--- config.mk ---
export PLATFORM = sky130hd
export DESIGN_NAME = wildcard_byte_pattern_scanner_core_flat
export DESIGN_NICKNAME = d
export VERILOG_FILES = /design/src/hw/rtl/wbps_pkg.sv /design/src/hw/rtl/wbps_if.sv /design/src/hw/rtl/wbps_csr.sv /design/src/hw/rtl/wbps_match.sv /design/src/hw/rtl/wildcard_byte_pattern_scanner_core.sv /design/src/flat_wrapper.sv
export VERILOG_INCLUDE_DIRS = /design/src /design/src/hw/rtl
export SDC_FILE = /design/constraint.sdc
export NUM_CORES = 2
export LEC_CHECK = 0
export ABC_AREA = 0
export BUFFER_PORTS_ARGS = -buffer_cell sky130_fd_sc_hd__buf_4
export CAP_MARGIN = 30
export CORE_ASPECT_RATIO = 1.5
export CORE_MARGIN = 5
export CORE_UTILIZATION = 40
export CTS_BUF_LIST = sky130_fd_sc_hd__clkbuf_16
export DETAILED_ROUTE_END_ITERATION = 10
export RECOVER_POWER = 100
export SLEW_MARGIN = 5
export SYNTH_ARGS = -nofsm -noshare
export SYNTH_HDL_FRONTEND = slang
export SYNTH_SLANG_ARGS = --single-unit
--- constraint.sdc ---
create_clock -name clock -period 8.4 [get_ports clock]
set_clock_uncertainty 0.15 [all_clocks]
set_input_delay 2.52 -clock clock [delete_from_list [all_inputs] [get_ports clock]]
set_output_delay 2.52 -clock clock [all_outputs]
set_load 0.02 [all_outputs]
--- src/hw/rtl/wildcard_byte_pattern_scanner_core_assert.svh ---
// ---------------------------------------------------------------------------
// Wildcard byte pattern scanner: assertion macros
// Shared concurrent assertion macros. They vanish when SYNTH is defined.
// ---------------------------------------------------------------------------
`ifndef WILDCARD_BYTE_PATTERN_SCANNER_CORE_ASSERT_SVH
`define WILDCARD_BYTE_PATTERN_SCANNER_CORE_ASSERT_SVH

`ifndef SYNTH

// The consequent must hold in the same cycle as the antecedent.
`define WBPS_ASSERT_SAME(label, clk, rst, ante, cons) \
   label: assert property (@(posedge clk) disable iff (rst) (ante) |-> (cons)) \
      else $error("wbps assertion failed");

// The consequent must hold in the cycle after the antecedent.
`define WBPS_ASSERT_NEXT(label, clk, rst, ante, cons) \
   label: assert property (@(posedge clk) disable iff (rst) (ante) |=> (cons)) \
      else $error("wbps assertion failed");

`else

`define WBPS_ASSERT_SAME(label, clk, rst, ante, cons)
`define WBPS_ASSERT_NEXT(label, clk, rst, ante, cons)

`endif

`endif

--- src/hw/rtl/wbps_pkg.sv ---
// ---------------------------------------------------------------------------
// Wildcard byte pattern scanner package
// Constants, types and helper functions shared by the scanner files.
// ---------------------------------------------------------------------------
package wbps_pkg;

   // Pattern geometry.
   localparam int PATTERN_MAX = 16;
   localparam int LEN_W       = 5;
   localparam int IDX_W       = $clog2(PATTERN_MAX);
   localparam int COUNT_W     = 32;
   localparam int CSR_DATA_W  = 64;
   localparam int CSR_ADDR_W  = 6;

   // Register indexes on the configuration port (byte address is 8 times the index).
   typedef enum logic [2:0] {
      REG_VALUE_LOW      = 3'd0,
      REG_VALUE_HIGH     = 3'd1,
      REG_MASK_LOW       = 3'd2,
      REG_MASK_HIGH      = 3'd3,
      REG_PATTERN_LENGTH = 3'd4
   } reg_index_type;

   typedef logic [PATTERN_MAX-1:0][7:0] byte_row_type;

   // Configuration seen by the datapath.
   typedef struct packed {
      byte_row_type     value;
      byte_row_type     mask;
      logic [LEN_W-1:0] act_len;
   } cfg_type;

   // Length in use: zero acts as one, anything above the maximum as the maximum.
   function automatic logic [LEN_W-1:0] active_length(input logic [LEN_W-1:0] len);
      logic [LEN_W-1:0] res;
      res = len;
      if (len == '0) begin
         res = LEN_W'(1);
      end else if (len > LEN_W'(PATTERN_MAX)) begin
         res = LEN_W'(PATTERN_MAX);
      end
      return res;
   endfunction

endpackage

--- src/hw/rtl/wbps_if.sv ---
// ---------------------------------------------------------------------------
// Wildcard byte pattern scanner channel interfaces
// Valid/ready channels for the input bytes and the scan results.
// ---------------------------------------------------------------------------
interface wbps_req_if;
   logic       valid;
   logic       ready;
   logic [7:0] data_byte;
   logic       buffer_start;

   modport source (output valid, output data_byte, output buffer_start, input ready);
   modport sink   (input valid, input data_byte, input buffer_start, output ready);
endinterface

interface wbps_rsp_if;
   logic        valid;
   logic        ready;
   logic        window_match;
   logic        found;
   logic [31:0] first_offset;

   modport source (output valid, output window_match, output found,
                   output first_offset, input ready);
   modport sink   (input valid, input window_match, input found,
                   input first_offset, output ready);
endinterface

--- src/hw/rtl/wbps_csr.sv ---
// ---------------------------------------------------------------------------
// Wildcard byte pattern scanner register file
// APB-style register bank holding the pattern values, masks and length.
// ---------------------------------------------------------------------------
module wbps_csr (
   input  logic                              clock,
   input  logic                              reset,
   input  logic                              csr_psel,
   input  logic                              csr_penable,
   input  logic                              csr_pwrite,
   input  logic [wbps_pkg::CSR_ADDR_W-1:0]   csr_paddr,
   input  logic [wbps_pkg::CSR_DATA_W-1:0]   csr_pwdata,
   output logic [wbps_pkg::CSR_DATA_W-1:0]   csr_prdata,
   output logic                              csr_pready,
   output wbps_pkg::cfg_type                 cfg
);
   import wbps_pkg::*;

   logic [CSR_DATA_W-1:0] value_low_ff,  value_low_in;
   logic [CSR_DATA_W-1:0] value_high_ff, value_high_in;
   logic [CSR_DATA_W-1:0] mask_low_ff,   mask_low_in;
   logic [CSR_DATA_W-1:0] mask_high_ff,  mask_high_in;
   logic [LEN_W-1:0]      len_ff,        len_in;
   logic                  wr_en;
   reg_index_type         reg_idx;
   logic                  addr_hi;

   // Registers sit at 8-byte strides; the upper address bit is beyond the list.
   assign reg_idx    = reg_index_type'(csr_paddr[5:3]);
   assign addr_hi    = 1'b0;
   assign csr_pready = 1'b1;
   assign wr_en      = csr_psel && csr_penable && csr_pwrite && csr_pready && !addr_hi;

   // Next register values on a write transfer.
   always_comb begin
      value_low_in  = value_low_ff;
      value_high_in = value_high_ff;
      mask_low_in   = mask_low_ff;
      mask_high_in  = mask_high_ff;
      len_in        = len_ff;
      if (wr_en) begin
         case (reg_idx)
            REG_VALUE_LOW:      value_low_in  = csr_pwdata;
            REG_VALUE_HIGH:     value_high_in = csr_pwdata;
            REG_MASK_LOW:       mask_low_in   = csr_pwdata;
            REG_MASK_HIGH:      mask_high_in  = csr_pwdata;
            REG_PATTERN_LENGTH: len_in        = csr_pwdata[LEN_W-1:0];
            default: ;
         endcase
      end
   end

   // Register bank.
   always_ff @(posedge clock) begin
      if (reset) begin
         value_low_ff  <= '0;
         value_high_ff <= '0;
         mask_low_ff   <= '0;
         mask_high_ff  <= '0;
         len_ff        <= LEN_W'(1);
      end else begin
         value_low_ff  <= value_low_in;
         value_high_ff <= value_high_in;
         mask_low_ff   <= mask_low_in;
         mask_high_ff  <= mask_high_in;
         len_ff        <= len_in;
      end
   end

   // Read-back multiplexer.
   always_comb begin
      case (reg_idx)
         REG_VALUE_LOW:      csr_prdata = value_low_ff;
         REG_VALUE_HIGH:     csr_prdata = value_high_ff;
         REG_MASK_LOW:       csr_prdata = mask_low_ff;
         REG_MASK_HIGH:      csr_prdata = mask_high_ff;
         REG_PATTERN_LENGTH: csr_prdata = {{(CSR_DATA_W-LEN_W){1'b0}}, len_ff};
         default:            csr_prdata = '0;
      endcase
   end

   // Configuration as the datapath sees it.
   assign cfg.value   = {value_high_ff, value_low_ff};
   assign cfg.mask    = {mask_high_ff, mask_low_ff};
   assign cfg.act_len = active_length(len_ff);

endmodule

--- src/hw/rtl/wbps_match.sv ---
// ---------------------------------------------------------------------------
// Wildcard byte pattern scanner window compare
// Masked compare of the pattern against the newest bytes of the window.
// ---------------------------------------------------------------------------
module wbps_match (
   input  wbps_pkg::byte_row_type window,
   input  wbps_pkg::cfg_type      cfg,
   output logic                   bytes_equal
);
   import wbps_pkg::*;

   logic [PATTERN_MAX-1:0] byte_ok;

   // Pattern byte i lines up with window entry len-1-i (entry 0 is the newest byte).
   // Pattern bytes at or beyond the active length always pass.
   always_comb begin
      logic [LEN_W-1:0] pos;
      logic [IDX_W-1:0] idx;
      for (int i = 0; i < PATTERN_MAX; i++) begin
         pos = cfg.act_len - LEN_W'(i) - LEN_W'(1);
         idx = pos[IDX_W-1:0];
         byte_ok[i] = (LEN_W'(i) >= cfg.act_len) ||
                      ((window[idx] & cfg.mask[i]) == (cfg.value[i] & cfg.mask[i]));
      end
   end

   assign bytes_equal = &byte_ok;

endmodule

--- src/hw/rtl/wildcard_byte_pattern_scanner_core.sv ---
// ---------------------------------------------------------------------------
// Wildcard byte pattern scanner core
// Streams bytes through a masked pattern compare and tracks the first match.
// ---------------------------------------------------------------------------
// Usage:
// Bytes arrive on the req channel, one per transfer; buffer_start marks the
// first byte of a new buffer and clears the byte count and the first match.
// Each byte gives exactly one result transfer on the rsp channel: whether the
// pattern matches the bytes ending at it, whether a match has been seen in the
// buffer, and the start offset of the first match (zero until one is found).
// The user sets the pattern through the csr port while the block is idle; the
// block itself does not enforce this. An accepted byte waits in the input
// register, then passes the window compare into the result register, from
// which its result transfers. Throughput is one byte per cycle while the
// result side takes its results; the masked compare of all sixteen window
// bytes at once is combinational.
// With the result side stalled, the input register still takes one more byte,
// after which req ready drops until the result is taken.
// Reset clears the valid flags of both pipeline registers, the byte count, the
// match state and the configuration (length one, all masks and values zero).
// ---------------------------------------------------------------------------
module wildcard_byte_pattern_scanner_core (
   input  logic                            clock,
   input  logic                            reset,
   wbps_req_if.sink                        req_if,
   wbps_rsp_if.source                      rsp_if,
   input  logic                            csr_psel,
   input  logic                            csr_penable,
   input  logic                            csr_pwrite,
   input  logic [wbps_pkg::CSR_ADDR_W-1:0] csr_paddr,
   input  logic [wbps_pkg::CSR_DATA_W-1:0] csr_pwdata,
   output logic [wbps_pkg::CSR_DATA_W-1:0] csr_prdata,
   output logic                            csr_pready
);
   import wbps_pkg::*;

   `include "wildcard_byte_pattern_scanner_core_assert.svh"

   cfg_type cfg;

   // Input register.
   logic               in_valid_ff, in_valid_in;
   logic [7:0]         in_byte_ff,  in_byte_in;
   logic               in_start_ff, in_start_in;

   // Scan state.
   byte_row_type       window_ff,   window_in;
   logic [COUNT_W-1:0] count_ff,    count_in;
   logic               seen_ff,     seen_in;
   logic [COUNT_W-1:0] mstart_ff,   mstart_in;

   // Result register.
   logic               out_valid_ff, out_valid_in;
   logic               out_match_ff, out_match_in;
   logic               out_found_ff, out_found_in;
   logic [COUNT_W-1:0] out_offset_ff, out_offset_in;

   logic               out_advance;
   logic               process;
   logic               req_take;
   logic [COUNT_W-1:0] count_base;
   logic               bytes_equal;
   logic               hit;

   // Configuration registers.
   wbps_csr u_csr (
      .clock       (clock),
      .reset       (reset),
      .csr_psel    (csr_psel),
      .csr_penable (csr_penable),
      .csr_pwrite  (csr_pwrite),
      .csr_paddr   (csr_paddr),
      .csr_pwdata  (csr_pwdata),
      .csr_prdata  (csr_prdata),
      .csr_pready  (csr_pready),
      .cfg         (cfg)
   );

   // Pipeline flow control: each stage moves when the one after it can take it.
   assign out_advance  = !out_valid_ff || rsp_if.ready;
   assign process      = in_valid_ff && out_advance;
   assign req_if.ready = !in_valid_ff || out_advance;
   assign req_take     = req_if.valid && req_if.ready;

   // Input register next values.
   always_comb begin
      in_valid_in = in_valid_ff;
      in_byte_in  = in_byte_ff;
      in_start_in = in_start_ff;
      if (process) begin
         in_valid_in = 1'b0;
      end
      if (req_take) begin
         in_valid_in = 1'b1;
         in_byte_in  = req_if.data_byte;
         in_start_in = req_if.buffer_start;
      end
   end

   // Window shifts in the new byte at entry 0.
   always_comb begin
      window_in = window_ff;
      if (process) begin
         window_in = {window_ff[PATTERN_MAX-2:0], in_byte_ff};
      end
   end

   // Saturating byte count, restarted at a buffer start.
   always_comb begin
      count_base = in_start_ff ? '0 : count_ff;
      count_in   = count_ff;
      if (process) begin
         count_in = (count_base == '1) ? count_base : count_base + COUNT_W'(1);
      end
   end

   wbps_match u_match (
      .window      (window_in),
      .cfg         (cfg),
      .bytes_equal (bytes_equal)
   );

   // A match needs enough bytes of this buffer to fill the pattern.
   assign hit = bytes_equal && (count_in >= COUNT_W'(cfg.act_len));

   // First-match tracking and the next result.
   always_comb begin
      seen_in       = seen_ff;
      mstart_in     = mstart_ff;
      out_valid_in  = out_valid_ff;
      out_match_in  = out_match_ff;
      out_found_in  = out_found_ff;
      out_offset_in = out_offset_ff;
      if (out_advance) begin
         out_valid_in = 1'b0;
      end
      if (process) begin
         if (in_start_ff) begin
            seen_in   = 1'b0;
            mstart_in = '0;
         end
         if (hit && !seen_in) begin
            seen_in   = 1'b1;
            mstart_in = count_in - COUNT_W'(cfg.act_len);
         end
         out_valid_in  = 1'b1;
         out_match_in  = hit;
         out_found_in  = seen_in;
         out_offset_in = seen_in ? mstart_in : '0;
      end
   end

   // Control and state registers.
   always_ff @(posedge clock) begin
      if (reset) begin
         in_valid_ff  <= 1'b0;
         out_valid_ff <= 1'b0;
         window_ff    <= '0;
         count_ff     <= '0;
         seen_ff      <= 1'b0;
         mstart_ff    <= '0;
      end else begin
         in_valid_ff  <= in_valid_in;
         out_valid_ff <= out_valid_in;
         window_ff    <= window_in;
         count_ff     <= count_in;
         seen_ff      <= seen_in;
         mstart_ff    <= mstart_in;
      end
   end

   // Payload registers.
   always_ff @(posedge clock) begin
      in_byte_ff    <= in_byte_in;
      in_start_ff   <= in_start_in;
      out_match_ff  <= out_match_in;
      out_found_ff  <= out_found_in;
      out_offset_ff <= out_offset_in;
   end

   assign rsp_if.valid        = out_valid_ff;
   assign rsp_if.window_match = out_match_ff;
   assign rsp_if.found        = out_found_ff;
   assign rsp_if.first_offset = out_offset_ff;

   // Checks on the scan logic.
   `WBPS_ASSERT_SAME(a_match_implies_found, clock, reset,
      out_valid_ff && out_match_ff, out_found_ff)
   `WBPS_ASSERT_SAME(a_offset_zero_until_found, clock, reset,
      out_valid_ff && !out_found_ff, out_offset_ff == '0)
   `WBPS_ASSERT_NEXT(a_seen_kept_within_buffer, clock, reset,
      seen_ff && !(process && in_start_ff), seen_ff)
   `WBPS_ASSERT_SAME(a_stall_means_both_full, clock, reset,
      !req_if.ready, in_valid_ff && out_valid_ff)

endmodule
--- src/flat_wrapper.sv ---
// flat-port wrapper written by rule: the top's interface ports become plain ports
module wildcard_byte_pattern_scanner_core_flat import wbps_pkg::*;
  (clock, reset, csr_psel, csr_penable, csr_pwrite, csr_paddr, csr_pwdata, csr_prdata, csr_pready, req_if_valid, req_if_data_byte, req_if_buffer_start, req_if_ready, rsp_if_valid, rsp_if_window_match, rsp_if_found, rsp_if_first_offset, rsp_if_ready);
  wbps_req_if req_if_i ();
  wbps_rsp_if rsp_if_i ();
  input  logic clock;
  input  logic reset;
  input  logic csr_psel;
  input  logic csr_penable;
  input  logic csr_pwrite;
  input  logic [wbps_pkg::CSR_ADDR_W-1:0] csr_paddr;
  input  logic [wbps_pkg::CSR_DATA_W-1:0] csr_pwdata;
  output logic [wbps_pkg::CSR_DATA_W-1:0] csr_prdata;
  output logic csr_pready;
  input wire logic [$bits(req_if_i.valid)-1:0] req_if_valid;
  input wire logic [$bits(req_if_i.data_byte)-1:0] req_if_data_byte;
  input wire logic [$bits(req_if_i.buffer_start)-1:0] req_if_buffer_start;
  output wire logic [$bits(req_if_i.ready)-1:0] req_if_ready;
  output wire logic [$bits(rsp_if_i.valid)-1:0] rsp_if_valid;
  output wire logic [$bits(rsp_if_i.window_match)-1:0] rsp_if_window_match;
  output wire logic [$bits(rsp_if_i.found)-1:0] rsp_if_found;
  output wire logic [$bits(rsp_if_i.first_offset)-1:0] rsp_if_first_offset;
  input wire logic [$bits(rsp_if_i.ready)-1:0] rsp_if_ready;
  assign req_if_i.valid = req_if_valid;
  assign req_if_i.data_byte = req_if_data_byte;
  assign req_if_i.buffer_start = req_if_buffer_start;
  assign req_if_ready = req_if_i.ready;
  assign rsp_if_valid = rsp_if_i.valid;
  assign rsp_if_window_match = rsp_if_i.window_match;
  assign rsp_if_found = rsp_if_i.found;
  assign rsp_if_first_offset = rsp_if_i.first_offset;
  assign rsp_if_i.ready = rsp_if_ready;
  wildcard_byte_pattern_scanner_core u_core (.clock(clock), .reset(reset), .req_if(req_if_i), .rsp_if(rsp_if_i), .csr_psel(csr_psel), .csr_penable(csr_penable), .csr_pwrite(csr_pwrite), .csr_paddr(csr_paddr), .csr_pwdata(csr_pwdata), .csr_prdata(csr_prdata), .csr_pready(csr_pready));
endmodule
==> flow_summary.yaml <==
outcome:
  outcome: "finished with violations"
  failed_checks: "max-capacitance violations, max-slew violations"
clocking:
  post_cts_buffers: 0
  cts_resized: 0
  cts_buffers: 55
  cts-hold-fix-buffers: 0
  clkSinkCount: 499
  h-tree-depth: 2
  insertion_delay_ns: 0.71
  clockBufferDepth: 3
  cts_root_buf: "clkbuf_16"
  cts_tree: "yes"
  clk_pin_slew_ns: 0.06
global_route:
  grt_antenna_before_repair: 10
  grtUsageTotal_pct: 36.0
  grt_pass1_wl_um: 285000
  grt_pass1_vias: 40400
  grt_max_degree: 172
  overflow: 0
placed_design:
  dp_cells: 6102
  io_buffers: 182
  gp_congestion: 1.05
  dp_worst_setup_slack_ns: 0.103
  dp_hpwl_um: 143000
detailed_routing:
  drt_iter0_markers: 5560
  vias_per_cell: 6.87
  firstDrtPassIters: 6
  vias: 42700
  ant_nets: 0
  wl_per_cell_um: 32.2
  drt_wl_total_um: 200000
  route.detailed.drc: 0
yosys:
  ys_seq_area_share_pct: 26.4
  ys_seq_elements: 499
  synth.avg_cell_area_um2: 7.99
  syn_inst: 4931
  yosys.area.top_type: "dfxtp_1"
  yosys.area.top_type_share_pct: 23.2
  synth_edf_count: 43
  synth.distinct_cells: 99
  synth_common_cells: "nand2_1 (778), dfxtp_1 (456), a21oi_1 (410)"
  ys_warn_count: 0
  synth.most_common_cell: "nand2_1"
  async_flop_share_pct: 0
  synth_area_leaders: "dfxtp_1 (23%), mux2i_1 (10%), nand2_1 (7.4%), mux4_2 (5.4%), a21oi_1 (5.2%)"
  synth_area_um2: 39400
  synth_flop_cell: "dfxtp_1"
  syn_nets: 5029
final_layout:
  instances_no_fill: 6214
  syn2layout_area_growth_pct: 10.3
  drive_gt1_share_pct: 11.5
  nNetsFinal: 4972
  fillers: 10000
  ff_latch_area_um2: 10400
  multi_input_area_um2: 26800
floorplan:
  rows: 141
  die_h_um: 394
  core_area_um2: 98300
  num_io_pins: 187
  dieWidth_um: 266
  dieArea_um2: 105000
  start_util_pct: 40.1
power:
  swShare_pct: 30.0
  clock_power_share_pct: 44.1
  seq_power_share_pct: 42.3
  p_sw_mw: 1.79
  power_frac_comb_pct: 13.6
  leakage_nw: 15.0
  powerDensity_nw_per_um2: 137
  ir_drop_v: 0.000157
  p_int_mw: 4.16
setup_path:
  crit_path_end_kind: "output port"
  critical_path.max_fanout: 22
  cp.arrival_ns: 5.43
  crit_required_ns: 5.73
  start_kind: "primary input"
  path_class: "in2out"
timing:
  slew_viol_final: 192
  setup_viol: 0
  fin_setup_tns_ns: 0
  fin_crit_ns: 8.10
  setup_ws_ns: 0.295
  fmax_mhz: 123
  post-route-period-util_pct: 96.5
  worst_pin_slew_ns: 2.87
  relSlewSlack_pct: -91.0
  rsz0062_at_grt: "no"
  finalHoldViolations: 0
run:
  cap_violations: 4
min_path:
  worst_hold_path_type: "reg2reg"
==> per-layer routing <==
metal / part of all wire, % / vias to the layer above / wire length, µm / global-route usage, %
met5: 0.015 / - / 29 / 0
met4: 12 / 4 / 24300 / 31.9
met3: 9.6 / 916 / 19100 / 8.89
met2: 44 / 2680 / 87700 / 56.2
met1: 34 / 20600 / 68700 / 40.4
li1: - / 18500 / - / -
==> final timing paths <==
kind                                 start                              to  slack (ns)  depth (start not counted)
max reg2reg         u_core.u_csr.len_ff[1]  u_core.rsp_if.first_offset[16]        1.09                         23
min reg2reg  u_core.u_csr.mask_high_ff[57]   u_core.u_csr.mask_high_ff[57]        0.32                          2
min          u_core.u_csr.mask_high_ff[57]   u_core.u_csr.mask_high_ff[57]        0.32                          2
max                           csr_paddr[3]                  csr_prdata[62]        0.30                          6
==> kinds of logic (layout without fill, tap and decap cells) <==
logic type | count (synthesis) | after routing | share of synthesized area, %
and+or+nand+nor | 1679 | 1679 | 20.0
AOI/OAI and AO/OA | 1513 | 1513 | 26.7
muxes | 524 | 524 | 16.4
buffers and inverters | 514 | 503 | 5.83
DFF | 499 | 499 | 26.4
xor gates and xnor gates | 187 | 187 | 4.17
adders and majority gates | 14 | 14 | 0.451
other | 1 | 8 | 0.00951
==> power by group through the flow <==
| stage | clock network (mW) | registers (mW) | logic [mW] |
|---|---|---|---|
| floorplan | 0 | 2.57 | 0.482 |
| global placement | 0 | 2.57 | 0.808 |
| detailed placement | 0 | 2.57 | 0.814 |
| CTS | 2.65 | 2.51 | 0.816 |
| global route | 2.73 | 2.52 | 0.849 |
| finish | 2.62 | 2.52 | 0.809 |
==> layout make-up <==
cell class / count / area share (%)
clock buffers: 55 / 3.17
inverters: 34 / 0.317
well taps: 1287 / 3.70
clock inverters: 48 / 1.13
diodes: 7 / 0.0403
flip-flops and latches: 499 / 24.0
repair buffers: 366 / 5.98
multi-input cells: 3918 / 61.7
==> registers in the layout, summed over array words and instances (netlist names) <==
signal and cells:
u_core.window_ff 128, u_core.rsp_if.found 1, u_core.count_ff 32, u_core.u_csr.value_high_ff 64
u_core.u_csr.len_ff 5, u_core.mstart_ff 32, u_core.rsp_if.window_match 1, u_core.u_csr.mask_high_ff 64
u_core.seen_ff 1, u_core.in_valid_ff 1, u_core.u_csr.value_low_ff 64, u_core.in_byte_ff 8
u_core.rsp_if.valid 1, u_core.rsp_if.first_offset 32, u_core.u_csr.mask_low_ff 64, u_core.in_start_ff 1
==> worst max-delay path, cell delays in order <==
cell and delay (ns):
buf_4 0.19, nor2b_1 0.53, and2_1 1.25, clkbuf_1 0.40
a221o_1 0.24, clkbuf_1 0.24
==> per-stage QoR <==
stage	area (µm²)	total power [mW]	utilization, %	hold WS (ns)
6_report	43500	5.95	44.2	0.322
3_3_place_gp	41900	3.37	42.6	0.308
5_1_grt	43500	6.10	44.2	0.343
4_1_cts	43900	5.98	44.6	0.321
3_5_place_dp	42000	3.38	42.7	0.312
2_1_floorplan	39400	3.05	-	0.295
==> cell usage in the layout (no fill, tap or decap), drive strengths merged, types with 64 or more instances in the layout <==
cell	count
nand2	779
dfxtp	456
a21oi	411
mux2i	397
nor2	265
buf	260
nand3	191
o22ai	185
clkbuf	161
o21ai	133
a22oi	117
o221ai	103
xnor2	103
mux4	94
xor2	84
a22o	80
a211oi	76
and2	70
a221o	64
(Power assumes the default switching activity.)
